**src/hw/rtl/ball_dispenser_jam_monitor_assert.svh**
```systemverilog
// Assertion macros for the ball dispenser jam monitor RTL.
`ifndef BALL_DISPENSER_JAM_MONITOR_ASSERT_SVH
`define BALL_DISPENSER_JAM_MONITOR_ASSERT_SVH

`ifndef ASSERT_OFF

// Check that a condition holds at every clock edge outside reset.
`define BDJM_ASSERT(lbl, cond, msg) \
    lbl: assert property (@(posedge clk) disable iff (!rst_n) (cond)) else $error(msg);

// Check that a condition in this cycle implies another in the same cycle.
`define BDJM_ASSERT_IMPL(lbl, ante, cons, msg) \
    lbl: assert property (@(posedge clk) disable iff (!rst_n) (ante) |-> (cons)) \
        else $error(msg);

// Check that a condition in this cycle implies another in the next cycle.
`define BDJM_ASSERT_NEXT(lbl, ante, cons, msg) \
    lbl: assert property (@(posedge clk) disable iff (!rst_n) (ante) |=> (cons)) \
        else $error(msg);

`else

`define BDJM_ASSERT(lbl, cond, msg)
`define BDJM_ASSERT_IMPL(lbl, ante, cons, msg)
`define BDJM_ASSERT_NEXT(lbl, ante, cons, msg)

`endif

`endif

```
**src/hw/rtl/bdjm_pkg.sv**
```systemverilog
// Shared types, codes and reset values for the ball dispenser jam monitor.
package bdjm_pkg;

    // Number of player sequencers by default
    localparam int PLAYERS_DEF = 3;

    // Configuration register indexes
    localparam int CFG_IDX_W = 3;
    localparam logic [CFG_IDX_W-1:0] REG_BALLS_PER_ROUND = 3'd0;
    localparam logic [CFG_IDX_W-1:0] REG_POLL_INTERVAL   = 3'd1;
    localparam logic [CFG_IDX_W-1:0] REG_JAM_TIMEOUT     = 3'd2;
    localparam logic [CFG_IDX_W-1:0] REG_GAP_FILTER      = 3'd3;
    localparam logic [CFG_IDX_W-1:0] REG_END_SETTLE      = 3'd4;
    localparam logic [CFG_IDX_W-1:0] REG_ERROR_REPEAT    = 3'd5;

    // Configuration reset values
    localparam logic [15:0] BALLS_PER_ROUND_RST = 16'd10;
    localparam logic [15:0] POLL_INTERVAL_RST   = 16'd10;
    localparam logic [31:0] JAM_TIMEOUT_RST     = 32'd10000;
    localparam logic [15:0] GAP_FILTER_RST      = 16'd100;
    localparam logic [15:0] END_SETTLE_RST      = 16'd1000;
    localparam logic [31:0] ERROR_REPEAT_RST    = 32'd30000;

    // Sequencer phases
    localparam int PHASE_W = 3;
    localparam logic [PHASE_W-1:0] PH_IDLE         = 3'd0;
    localparam logic [PHASE_W-1:0] PH_START        = 3'd1;
    localparam logic [PHASE_W-1:0] PH_WAIT_LOW     = 3'd2;
    localparam logic [PHASE_W-1:0] PH_GAP          = 3'd3;
    localparam logic [PHASE_W-1:0] PH_WAIT_HIGH    = 3'd4;
    localparam logic [PHASE_W-1:0] PH_SETTLE       = 3'd5;
    localparam logic [PHASE_W-1:0] PH_ERR_WAIT     = 3'd6;
    localparam logic [PHASE_W-1:0] PH_ERR_ANNOUNCE = 3'd7;

    // Motor commands
    localparam logic [1:0] MOTOR_NONE  = 2'd0;
    localparam logic [1:0] MOTOR_START = 2'd1;
    localparam logic [1:0] MOTOR_STOP  = 2'd2;

    // One poll beat
    typedef struct packed {
        logic [1:0]  player;
        logic [31:0] now_ms;
        logic        coin_waiting;
        logic        sensor_level;
    } in_t;

    // One result beat
    typedef struct packed {
        logic        coin_taken;
        logic [1:0]  motor_cmd;
        logic        error_announce;
        logic        in_error;
        logic [15:0] balls_left;
    } out_t;

    // Configuration register set
    typedef struct packed {
        logic [15:0] balls_per_round;
        logic [15:0] poll_interval;
        logic [31:0] jam_timeout;
        logic [15:0] gap_filter;
        logic [15:0] end_settle;
        logic [31:0] error_repeat;
    } cfg_t;

    // State of one player's sequencer
    typedef struct packed {
        logic [PHASE_W-1:0] phase;
        logic [31:0]        last_poll_time;
        logic [31:0]        last_event_time;
        logic [31:0]        last_announce_time;
        logic [15:0]        remaining_balls;
    } player_state_t;

endpackage

```
**src/hw/rtl/bdjm_step.sv**
```systemverilog
// Next-state and result logic for one poll of one player's sequencer.
module bdjm_step
    import bdjm_pkg::*;
(
    input  in_t           item,
    input  player_state_t cur,
    input  cfg_t          cfg,
    output player_state_t nxt,
    output out_t          res
);

    logic [31:0] poll_diff;
    logic [31:0] event_diff;
    logic [31:0] announce_diff;
    logic        poll_ok;
    logic [15:0] balls_dec;

    // Wrapped elapsed times since the stored marks
    assign poll_diff     = item.now_ms - cur.last_poll_time;
    assign event_diff    = item.now_ms - cur.last_event_time;
    assign announce_diff = item.now_ms - cur.last_announce_time;
    assign poll_ok       = poll_diff >= {16'd0, cfg.poll_interval};
    assign balls_dec     = cur.remaining_balls - 16'd1;

    // Advance the sequencer on an accepted poll
    always_comb
    begin
        nxt = cur;
        res = '0;
        if (poll_ok)
        begin
            nxt.last_poll_time = item.now_ms;
            unique case (cur.phase)
                PH_IDLE:
                begin
                    if (item.coin_waiting)
                    begin
                        res.coin_taken      = 1'b1;
                        nxt.remaining_balls = cfg.balls_per_round;
                        nxt.phase           = PH_START;
                    end
                end
                PH_START:
                begin
                    res.motor_cmd       = MOTOR_START;
                    nxt.last_event_time = item.now_ms;
                    nxt.phase           = PH_WAIT_LOW;
                end
                PH_WAIT_LOW:
                begin
                    if (!item.sensor_level)
                    begin
                        nxt.remaining_balls = balls_dec;
                        nxt.last_event_time = item.now_ms;
                        if (balls_dec == 16'd0)
                        begin
                            res.motor_cmd = MOTOR_STOP;
                            nxt.phase     = PH_SETTLE;
                        end
                        else
                        begin
                            nxt.phase = PH_GAP;
                        end
                    end
                    else if (event_diff > cfg.jam_timeout)
                    begin
                        res.motor_cmd = MOTOR_STOP;
                        nxt.phase     = PH_ERR_WAIT;
                    end
                end
                PH_GAP:
                begin
                    if (event_diff > {16'd0, cfg.gap_filter})
                        nxt.phase = PH_WAIT_HIGH;
                end
                PH_WAIT_HIGH:
                begin
                    if (item.sensor_level)
                        nxt.phase = PH_WAIT_LOW;
                end
                PH_SETTLE:
                begin
                    if (event_diff > {16'd0, cfg.end_settle})
                        nxt.phase = PH_IDLE;
                end
                PH_ERR_WAIT:
                begin
                    if (announce_diff > cfg.error_repeat)
                    begin
                        nxt.last_announce_time = item.now_ms;
                        nxt.phase              = PH_ERR_ANNOUNCE;
                    end
                end
                PH_ERR_ANNOUNCE:
                begin
                    nxt.last_announce_time = item.now_ms;
                    res.error_announce     = 1'b1;
                    nxt.phase              = PH_ERR_WAIT;
                end
            endcase
        end
        res.in_error   = (nxt.phase == PH_ERR_WAIT) || (nxt.phase == PH_ERR_ANNOUNCE);
        res.balls_left = nxt.remaining_balls;
    end

endmodule

```
**src/hw/rtl/ball_dispenser_jam_monitor.sv**
```systemverilog
// Ball dispenser jam monitor: top level with per-player state and beat pipeline.
// Each input beat is one poll of one player's dispenser sequencer and yields exactly one
// result beat. Polls pass through an input register, the player's state is read and updated
// combinationally and written back as the result lands in an output register, so a new
// poll is taken every cycle when the output is not stalled. The per-player state registers
// complete the whole read-modify-write at that write-back, so polls of the same player may
// follow each other back to back. Polls for a player index at or above PLAYERS change
// nothing and return an all-zero result. Configuration writes are always taken and should
// only be issued while idle.
`include "ball_dispenser_jam_monitor_assert.svh"

module ball_dispenser_jam_monitor
    import bdjm_pkg::*;
#(
    parameter int PLAYERS = PLAYERS_DEF
)
(
    input  logic                 clk,
    input  logic                 rst_n,
    input  logic                 in_valid,
    output logic                 in_stall,
    input  in_t                  in_data,
    output logic                 out_valid,
    input  logic                 out_stall,
    output out_t                 out_data,
    input  logic                 cfg_valid,
    output logic                 cfg_ready,
    input  logic [CFG_IDX_W-1:0] cfg_index,
    input  logic [31:0]          cfg_data
);

    localparam int PIDX_W = (PLAYERS > 1) ? $clog2(PLAYERS) : 1;

    logic          in_vld_reg;
    in_t           in_item_reg;
    logic          out_vld_reg;
    out_t          out_item_reg;
    cfg_t          cfg_reg;
    player_state_t st_reg [PLAYERS];

    logic          out_free;
    logic          advance;
    logic          in_range;
    logic [PIDX_W-1:0] pidx;
    player_state_t cur_state;
    player_state_t st_next;
    out_t          step_res;
    out_t          res_next;

    // Handshake control
    assign out_free  = !out_vld_reg || !out_stall;
    assign in_stall  = in_vld_reg && !out_free;
    assign advance   = in_vld_reg && out_free;
    assign out_valid = out_vld_reg;
    assign out_data  = out_item_reg;
    assign cfg_ready = 1'b1;

    // Select the polled player's state
    assign in_range  = int'(in_item_reg.player) < PLAYERS;
    assign pidx      = PIDX_W'(in_item_reg.player);
    assign cur_state = in_range ? st_reg[pidx] : '0;

    bdjm_step u_step (
        .item (in_item_reg),
        .cur  (cur_state),
        .cfg  (cfg_reg),
        .nxt  (st_next),
        .res  (step_res)
    );

    assign res_next = in_range ? step_res : '0;

    // Capture input beat
    always_ff @(posedge clk or negedge rst_n)
    begin
        if (!rst_n)
        begin
            in_vld_reg <= 1'b0;
        end
        else if (!in_stall)
        begin
            in_vld_reg <= in_valid;
        end
    end

    always_ff @(posedge clk)
    begin
        if (!in_stall && in_valid)
        begin
            in_item_reg <= in_data;
        end
    end

    // Hold result beat until taken
    always_ff @(posedge clk or negedge rst_n)
    begin
        if (!rst_n)
        begin
            out_vld_reg <= 1'b0;
        end
        else if (out_free)
        begin
            out_vld_reg <= in_vld_reg;
        end
    end

    always_ff @(posedge clk)
    begin
        if (advance)
        begin
            out_item_reg <= res_next;
        end
    end

    // Write back the polled player's state
    always_ff @(posedge clk or negedge rst_n)
    begin
        if (!rst_n)
        begin
            for (int i = 0; i < PLAYERS; i++)
            begin
                st_reg[i] <= '0;
            end
        end
        else if (advance && in_range)
        begin
            for (int i = 0; i < PLAYERS; i++)
            begin
                if (pidx == PIDX_W'(i))
                begin
                    st_reg[i] <= st_next;
                end
            end
        end
    end

    // Configuration registers
    always_ff @(posedge clk or negedge rst_n)
    begin
        if (!rst_n)
        begin
            cfg_reg.balls_per_round <= BALLS_PER_ROUND_RST;
            cfg_reg.poll_interval   <= POLL_INTERVAL_RST;
            cfg_reg.jam_timeout     <= JAM_TIMEOUT_RST;
            cfg_reg.gap_filter      <= GAP_FILTER_RST;
            cfg_reg.end_settle      <= END_SETTLE_RST;
            cfg_reg.error_repeat    <= ERROR_REPEAT_RST;
        end
        else if (cfg_valid && cfg_ready)
        begin
            unique case (cfg_index)
                REG_BALLS_PER_ROUND: cfg_reg.balls_per_round <= cfg_data[15:0];
                REG_POLL_INTERVAL:   cfg_reg.poll_interval   <= cfg_data[15:0];
                REG_JAM_TIMEOUT:     cfg_reg.jam_timeout     <= cfg_data;
                REG_GAP_FILTER:      cfg_reg.gap_filter      <= cfg_data[15:0];
                REG_END_SETTLE:      cfg_reg.end_settle      <= cfg_data[15:0];
                REG_ERROR_REPEAT:    cfg_reg.error_repeat    <= cfg_data;
                default: ;
            endcase
        end
    end

    // Assertions
    `BDJM_ASSERT_IMPL(a_stall_needs_item, in_stall, in_vld_reg, "input stalled with empty register")
    `BDJM_ASSERT_IMPL(a_announce_in_error, out_valid && out_data.error_announce, out_data.in_error, "error announced outside error state")
    `BDJM_ASSERT_IMPL(a_coin_no_motor, out_valid && out_data.coin_taken, (out_data.motor_cmd == MOTOR_NONE) && !out_data.in_error, "coin taken with motor command or error")

    for (genvar g = 0; g < PLAYERS; g++)
    begin : g_sticky
        `BDJM_ASSERT_NEXT(a_error_sticky, (st_reg[g].phase == PH_ERR_WAIT) || (st_reg[g].phase == PH_ERR_ANNOUNCE), (st_reg[g].phase == PH_ERR_WAIT) || (st_reg[g].phase == PH_ERR_ANNOUNCE), "player left error state")
    end

endmodule
```
**config.mk**
```make
export PLATFORM = sky130hd
export DESIGN_NAME = ball_dispenser_jam_monitor
export DESIGN_NICKNAME = d
export VERILOG_FILES = /design/src/hw/rtl/bdjm_pkg.sv /design/src/hw/rtl/bdjm_step.sv /design/src/hw/rtl/ball_dispenser_jam_monitor.sv
export VERILOG_INCLUDE_DIRS = /design/src /design/src/hw/rtl
export SDC_FILE = /design/constraint.sdc
export NUM_CORES = 1
export LEC_CHECK = 0
export BUFFER_PORTS_ARGS = -buffer_cell sky130_fd_sc_hd__buf_2
export CORE_ASPECT_RATIO = 0.8
export CORE_MARGIN = 1.5
export CORE_UTILIZATION = 60
export CTS_BUF_LIST = sky130_fd_sc_hd__clkbuf_8
export DETAILED_ROUTE_END_ITERATION = 10
export PLACE_DENSITY = 0.85
export SLEW_MARGIN = 25
export SYNTH_ARGS = -nofsm -noshare
export SYNTH_HDL_FRONTEND = slang
export SYNTH_SLANG_ARGS = --single-unit
```
**constraint.sdc**
```tcl
create_clock -name clk -period 18.2 [get_ports clk]
set_clock_uncertainty 0.2 [all_clocks]
set_input_delay 1.82 -clock clk [delete_from_list [all_inputs] [get_ports clk]]
set_output_delay 1.82 -clock clk [all_outputs]
set_load 0.02 [all_outputs]
```
# Yosys cells after proc, flatten, opt, wreduce, memory -nomap -nowiden
# Index checks and enable logic that the tools add are counted.
# totals
regBits,532
in_bits,76
out_inout_bits,24
elab_cells,112
# classes
n_addsub,4
order_cmp,7
n_eq_ne,16
mux,27
bitwise_logic,1
n_reduce_logical,25
# op_table
op,count
2-to-1 mux 115 bit,4
binary-select mux 115 bit (select 2 bit),1
case mux 32 bit (2 select lines),2
subtractor 32 bit,3
greater-than comparator 32 x 16 -> 1 bit,2
greater-than comparator 32 bit,2
2-to-1 mux 32 bit,2
greater-or-equal comparator 32 x 16 -> 1 bit,1
2-to-1 mux 16 bit,2
case mux 16 bit (2 select lines),1
equality test 3 bit (second input constant),8
2-to-1 mux 3 bit,8
case mux 3 bit (8 select lines),1
AND reduction 2 bit,10
logical NOT 16 bit,1
subtractor 16 x 1 -> 16 bit (second input constant),1
equality test 3 x 2 -> 1 bit (second input constant),4
equality test 3 x 1 -> 1 bit (second input constant),2
logical NOT 3 bit,2
2-to-1 mux 2 bit,3
logical AND 1 bit,4
logical NOT 1 bit,4
case mux 2 bit (2 select lines),1
greater-or-equal comparator 3 bit (second input constant),1
8 further kinds,10

# Logic depth before layout (Yosys ltp)
# Gate-level depths: netlist of the first run.
# depth
ltp_word,13
ltp_mapped,36
depth_no_buf,30

# Hierarchy
# From an unflattened synthesis of the first run, not the netlist that was laid out.
# hier_totals
hier_cells,3057
area_unflattened_um2,32542.5
# modules_own_cells
module,n_inst,cells_each,area_per_inst_um2,seq_area_each_um2
ball_dispenser_jam_monitor,1,1482,21862.2,13629.3
bdjm_step,1,1575,10680.2,0.0

# Worst setup path before layout of the first run
# Ideal clock, no wire load.
# synth_timing
kind,reg-to-reg
startpoint,reg in_item_reg (netlist bit pidx[1])
endpoint,reg st_reg[143] (netlist name)
setup_ns,0.077
t_arrival_ns,7.452
required_time_ns,17.923
slack_ns,10.470
path_stages_with_launch,35
path_buffers,7
period_less_slack_ns,7.730
cell_sequence,edfxtp_1 -> buf_2 -> buf_2 -> buf_2 -> clkbuf_1 -> buf_1 -> buf_2 -> mux2i_1 -> o21ai_0 -> ha_1 -> inv_1 -> fa_1 -> a21o_1 -> a21oi_1 -> o21ai_0 -> a2111o_1 -> a211o_1 -> a31oi_1 -> a211oi_1 -> a41o_1 -> o21a_1 -> a221oi_1 -> xnor2_1 -> ha_1 -> nand4_1 -> nor2_1 -> nand3_1 -> or3_1 -> inv_1 -> nand3_1 -> o21a_1 -> o2111a_4 -> buf_6 -> mux2_4 -> o21ai_1
# synth_via
elab_chain_cells,10
word_cells_on_any_way,18
classes_between,add/sub: 2; order compare: 3; eq/ne: 3; mux: 7; bitwise: 1; reduce/logical: 2
# synth_lines
element,line_no,text
start: declaration,ball_dispenser_jam_monitor.sv:35,in_t in_item_reg;
start signal: assignment,ball_dispenser_jam_monitor.sv:90,in_item_reg <= in_data;
NOT 2 -> 3 bit (not written as such),ball_dispenser_jam_monitor.sv:61,assign cur_state = in_range ? st_reg[pidx] : '0;
binary-select mux 115 bit (select 2 bit),ball_dispenser_jam_monitor.sv:61,
2-to-1 mux 115 bit (not written as such) (2 in a row),ball_dispenser_jam_monitor.sv:61,
2-to-1 mux 115 bit,ball_dispenser_jam_monitor.sv:61,
subtractor 32 bit,bdjm_step.sv:21,assign announce_diff = item.now_ms - cur.last_announce_time;
greater-than comparator 32 bit,bdjm_step.sv:88,if (announce_diff > cfg.error_repeat)
2-to-1 mux 32 bit,bdjm_step.sv:88,
case mux 32 bit (2 select lines),bdjm_step.sv:33,unique case (cur.phase)
2-to-1 mux 115 bit,bdjm_step.sv:30,if (poll_ok)
end signal: indexed assignment,ball_dispenser_jam_monitor.sv:131,st_reg[i] <= st_next;
end: declaration,ball_dispenser_jam_monitor.sv:39,player_state_t st_reg [PLAYERS];
# Several ways; a longest one is shown, not always the timed one. The select of a mux whose other input is x is not followed.
# A chain may end at the register's enable or synchronous reset.

# Final worst setup path of the first run
# layout_timing
startpoint,reg in_item_reg (netlist bit pidx[0])
endpoint,reg st_reg[132] (netlist name)
# Same word-level chain as after synthesis.

==> results_dict.tcl, run 1 <==
set metrics [dict create \
    status "complete, no violations" \
    synth.ff_latch_count 532 \
    slew_violations 0 \
    r2r_cells 29 \
    final_util 0.666 \
    holdPathStages 2 \
    finalHoldViolCount 0 \
    worstMarginPinSlew_ns 1.07 \
    ios 100 \
    fin_nets 3506 \
    row_count 74 \
    critPathMostFrequentCell "o21ai_0" \
    hold_buffers 0 \
    dr.first_iter.drc_count 2271 \
    leakage_nw 15.8 \
    stdcell_area_um2 34300 \
    synth_fp_nets 3442 \
    clk_latency_ns 0.71 \
    slowest_delay_ns 0.72 \
    critPathSlowestCell "o2111a_4" \
    syn_inst 3155 \
    fin_crit_ns 8.50 \
    cts_resized 0 \
    dp_hpwl_um 59300 \
    multi_input_area_um2 16600 \
    antenna_found_initial 4 \
    critPathArrivalTime_ns 8.91 \
    synth-seq-area-share 0.433 \
    hold_class "flop to flop" \
    ant_nets 0 \
    synth_ff_type "dfrtp_1" \
    post_cts_buffers 0 \
    synth_cell_type_count 97 \
    power.density_nw_per_um2 142 \
    vias_per_cell 6.29 \
    first_pass_iters 6 \
    die_x_um 259 \
    fin_tns_setup_ns 0 \
    synth_edf_count 57 \
    avgSynthCellArea_um2 9.98 \
    root_buffer "clkbuf_8" \
    track_usage 0.316 \
    grt_start_max_net_pins 122 \
    drt_wl_total_um 85000 \
    seqCellArea_um2 13600 \
    criticalPathCategory "flop to flop" \
    crit_required_ns 18.61 \
    min_period_over_period 0.467 \
    async_flop_share 0.893 \
    grt_overflow 0 \
    final_cell_mix "dfrtp_1, nand2_1, mux2_2" \
    numPortBuffers 98 \
    area.growth.synth_to_final_pct 8.83 \
    place.gp.congestion 0.953 \
    ir_drop_uv 80.2 \
    place_inst 3816 \
    layout_commonest_cell "dfrtp_1" \
    stdcell_count 3970 \
    die_h_um 208 \
    numCtsBuffers 84 \
    placed_area_um2 32600 \
    slew_headroom 0.288 \
    grt_pass1_vias 25100 \
    syn_area_um2 31500 \
    cts.path.max_buffers 3 \
    placeableCoreArea_um2 51500 \
    largest_reg_flops 345 \
    fp.dieArea_um2 53900 \
    cp-start-kind "flop" \
    drive_gt1_frac 0.189 \
    grt_pass1_wl_um 135000 \
    ys_warn_count 0 \
    maxCapViolCount 0 \
    clk_pin_slew_worst_paths_ns 0.06 \
    cp_max_fo 56 \
    start_util 0.612 \
    fmax_mhz 118 \
    via_count 25000 \
    htree_levels 3 \
    avgRoutedWirePerCell_um 21.4 \
    cts.sinks 532 \
    cts_tree "built" \
    drc 0 \
    rsz0062_at_grt "false" \
    cp-end-kind "flop" \
    fill_cells 3999 \
    setup_viol 0 \
]
-- power breakdown --
group | internal (mW) | switching, mW | leakage, nW
clock network | 0.524 | 0.483 | 0.982
logic | 0.903 | 1.23 | 8.27
registers | 1.55 | 0.188 | 6.55
total | 2.98 | 1.90 | 15.8
-- Yosys cell counts, types with 9 or more instances --
cell	count	area, um2
dfrtp_1	450	11300
nand2_1	350	1310
mux2_2	270	3040
ha_1	208	2600
o21ai_0	208	1040
a21oi_1	203	1020
nor2_1	203	762
inv_1	174	653
mux2i_1	151	1510
clkbuf_1	113	424
o21ai_1	100	500
a21o_1	65	488
xnor2_1	58	508
edfxtp_1	57	1710
nand4_1	37	231
nor3_1	35	175
mux2_4	28	420
o21a_1	27	203
nor2b_1	26	163
dfstp_2	25	657
nand2b_1	23	144
nand3_1	23	115
xor2_1	23	201
a31oi_1	20	125
a211oi_1	17	128
buf_2	17	85.1
o211ai_1	17	128
buf_1	14	52.6
a22oi_1	13	97.6
and3_1	13	81.3
and2_1	12	75.1
nor3b_1	12	90.1
o21bai_1	11	82.6
nor4_1	9	56.3
or3_1	9	56.3
-- kinds of logic after synthesis --
logic type                 share of synthesized area
other                                       0.000119
buffers and inverters                         0.0414
AOI/OAI and AO/OA                              0.147
DFF                                            0.433
muxes                                          0.158
and+or+nand+nor                                0.114
adders and majority gates                     0.0845
xor gates and xnor gates                      0.0225
-- stage by stage --
step	worst slack (ns)	hold slack (ns)	total power, mW
final	9.70	0.281	4.88
after global routing	9.11	0.302	5.19
after CTS	9.78	0.282	4.86
after detailed placement	9.85	0.269	3.84
after global placement	10.0	0.257	3.70
after floorplan	10.47	0.245	3.26
-- per-layer routing --
metal  track usage  vias up  routed length, um
met4         0.107        2               2500
met1         0.437    12400              36800
met5             0        -                 13
met3        0.0701      190               7440
li1              -    11300                  -
met2         0.494     1078              38300
-- area by class of cell --
class / instances / area share
multi-input cells: 2296 / 0.486
inverters: 175 / 0.0192
repair buffers: 130 / 0.0243
well taps: 684 / 0.0250
clock inverters: 46 / 0.00584
flip-flops and latches: 532 / 0.398
diodes: 1 / 0.0000730
clock buffers: 106 / 0.0426
-- worst paths after layout --
path	startpoint	to	slack [ns]
max	pidx[0]$_DFFE_PP_	st_reg[132]$_DFFE_PN0P_	9.70
min	st_reg[277]$_DFFE_PN0P_	st_reg[277]$_DFFE_PN0P_	0.28
max reg2reg	pidx[0]$_DFFE_PP_	st_reg[132]$_DFFE_PN0P_	9.70
min reg2reg	st_reg[277]$_DFFE_PN0P_	st_reg[277]$_DFFE_PN0P_	0.28
max in group asynchronous	rst_n	st_reg[208]$_DFFE_PN0P_	14.65
min in group asynchronous	rst_n	st_reg[10]$_DFFE_PN0P_	1.03
-- critical path: cells and delay by family (launching register included) --
family	cells	cell delay (ns)
AO/OA/AOI/OAI	15	4.03
AND/OR/NAND/NOR	6	1.23
buffers and inverters	3	1.09
adder cells (fa/ha/maj)	3	0.92
multiplexers	1	0.44
flip-flops	1	0.32
XOR/XNOR	1	0.11
No activity file was read; power rests on OpenSTA's default activity.
==> run 2: changes to the inputs <==
--- a/config.mk
+++ b/config.mk
@@ -9,10 +9,10 @@
 export BUFFER_PORTS_ARGS = -buffer_cell sky130_fd_sc_hd__buf_2
 export CORE_ASPECT_RATIO = 0.8
 export CORE_MARGIN = 1.5
-export CORE_UTILIZATION = 60
+export CORE_UTILIZATION = 59
 export CTS_BUF_LIST = sky130_fd_sc_hd__clkbuf_8
 export DETAILED_ROUTE_END_ITERATION = 10
-export PLACE_DENSITY = 0.85
+export PLACE_DENSITY = 0.87
 export SLEW_MARGIN = 25
 export SYNTH_ARGS = -nofsm -noshare
 export SYNTH_HDL_FRONTEND = slang
==> constraint.sdc (replaced) <==
create_clock -name clk -period 7.77 [get_ports clk]
set_clock_uncertainty 0.2 [all_clocks]
set_input_delay 0.777 -clock clk [delete_from_list [all_inputs] [get_ports clk]]
set_output_delay 0.777 -clock clk [all_outputs]
set_load 0.02 [all_outputs]
==> run 2 against run 1 <==
Net effect:
- via count up 0.88%
- total power is 140% higher
- cell area rose by 0.74%
- die area rose by 1.7%
- global-route usage fell by 0.78 points
- largest cell class unchanged
==> results_dict.tcl, run 2 (synthesis gave the netlist of run 1 again) <==
set metrics [dict create \
    status "complete, no violations" \
    critPathArrivalTime_ns 7.80 \
    r2r_cells 28 \
    p_seq_frac 0.351 \
    pwr-share-clk 0.211 \
    fill_cells 3931 \
    place.gp.congestion 0.992 \
    power.density_nw_per_um2 335 \
    leakage_nw 15.9 \
    start_util 0.599 \
    pwr-share-comb 0.438 \
    grt_overflow 0 \
    place_inst 3830 \
    p_int_mw 7.03 \
    drive_gt1_frac 0.193 \
    ios 100 \
    finalHoldViolCount 0 \
    drt_wl_total_um 84800 \
    ant_nets 0 \
    avgRoutedWirePerCell_um 21.2 \
    largest_reg_flops 345 \
    place_ws_ns 0.229 \
    crit_end "st_reg[256]$_DFFE_PN0P_" \
    via_count 25200 \
    crit_path_start "pidx[0]$_DFFE_PP_" \
    track_usage 0.309 \
    p_switching_mw 4.53 \
    drc 0 \
    htree_levels 3 \
    slowest_delay_ns 0.55 \
    vias_per_cell 6.30 \
    stdcell_count 3998 \
    final_cell_mix "dfrtp_1, nand2_1, mux2_2" \
    critPathSlowestCell "buf_4" \
    die_h_um 210 \
    slew_violations 0 \
    first_pass_iters 9 \
    placeableCoreArea_um2 52600 \
    die_x_um 261 \
    root_buffer "clkbuf_8" \
    maxCapViolCount 0 \
    antenna_found_initial 2 \
    fin_ws_ns 0.396 \
    switching_share 0.392 \
    cts_tree "built" \
    setup_viol 0 \
    clk_pin_slew_worst_paths_ns 0.07 \
    finalPower_mw 11.6 \
    hold_class "input port to flop" \
    grt_start_max_net_pins 185 \
    r2r_start "pidx[0]$_DFFE_PP_" \
    fin_crit_ns 7.37 \
    layout_commonest_cell "dfrtp_1" \
    dp_hpwl_um 58300 \
    clk_latency_ns 0.73 \
    criticalPathCategory "flop to flop" \
    cts.path.max_buffers 3 \
    numPortBuffers 98 \
    numCtsBuffers 83 \
    critPathMostFrequentCell "a21oi_1" \
    fmax_mhz 136 \
    grt_pass1_vias 24500 \
    min_period_over_period 0.949 \
    grt_pass1_wl_um 133000 \
    r2r_end "st_reg[256]$_DFFE_PN0P_" \
    area.growth.synth_to_final_pct 9.63 \
    crit_required_ns 8.19 \
    dr.first_iter.drc_count 2924 \
    row_count 75 \
    cp-end-kind "flop" \
    cts.sinks 532 \
    fp.dieArea_um2 54800 \
    cp-start-kind "flop" \
    fin_nets 3521 \
    reg2reg_slack_ns 0.40 \
    ir_drop_uv 224 \
    slew_headroom 0.276 \
    worstMarginPinSlew_ns 1.09 \
    cp_max_fo 49 \
]
## run 2: cell count changes in the layout (fill, tap and decap cells not counted), moves of 3 or more
cell	before	now
clkinvlp_4	1	4
buf_4	25	36
clkbuf_8	106	102
dlygate4sd3_1	0	3
## run 2: cell type report
class / count / area (um2) / share of cell area
multi-input cells: 2296 / 16700 / 0.483
diodes: 2 / 5.00 / 0.000145
clock buffers: 102 / 1400 / 0.0407
inverters: 175 / 657 / 0.0190
repair buffers: 146 / 997 / 0.0289
clock inverters: 52 / 307 / 0.00888
well taps: 693 / 867 / 0.0251
flip-flops and latches: 532 / 13600 / 0.395
## run 2: timing repair
item / CTS / global route
hold buffers: 3 / 0
endpoints found under the hold margin: 68 / 0
endpoints found under the setup margin: 0 / 96
gates resized for setup: 0 / 4
setup buffers: 0 / 5
## run 2: worst min path at each step
stage | from | slack, ns | endpoint | depth (start not counted)
CTS | in_data[4] | 0.005 | in_item_reg[4]$_DFFE_PP_ | 1
global placement | st_reg[226]$_DFFE_PN0P_ | 0.26 | st_reg[226]$_DFFE_PN0P_ | 2
global route | in_data[28] | 0.004 | in_item_reg[28]$_DFFE_PP_ | 1
finish | in_data[4] | 0.03 | in_item_reg[4]$_DFFE_PP_ | 1
detailed placement | st_reg[236]$_DFFE_PN0P_ | 0.27 | st_reg[236]$_DFFE_PN0P_ | 2
floorplan | st_reg[341]$_DFFE_PN0P_ | 0.25 | st_reg[341]$_DFFE_PN0P_ | 2
## run 2: power groups by stage
stage	Combinational (mW)	Sequential [mW]	Clock [mW]
after global placement	4.67	4.03	0
after CTS	4.94	4.04	2.46
after global routing	5.54	4.14	2.59
after floorplan	3.66	3.98	0
final	5.07	4.06	2.44
after detailed placement	4.88	4.09	0
## run 2: stage by stage
step / hold WS, ns / setup TNS, ns / area, um2 / utilization
after detailed placement: 0.270 / 0 / 32600 / 0.621
after global routing: 0.00432 / -0.138 / 34500 / 0.657
after CTS: 0.00547 / 0 / 34400 / 0.654
after floorplan: 0.245 / 0 / 31500 / -
final: 0.0330 / 0 / 34500 / 0.657
after global placement: 0.257 / 0 / 32600 / 0.621
## run 2: per-layer routing
layer	part of all wire	wire length (um)	GRT usage
met1	0.43	36500	0.435
met4	0.029	2490	0.103
met2	0.44	37700	0.468
met5	0	0	0
met3	0.097	8210	0.0752
## run 2: worst max-delay path, delay by kind of cell, from the launching register on
family	cells	cell delay [ns]
simple gates	7	1.19
mux	1	0.33
buf+inv	3	0.84
xor+xnor	1	0.10
flops	1	0.44
fa+ha+maj	2	0.62
compound gates	14	3.51
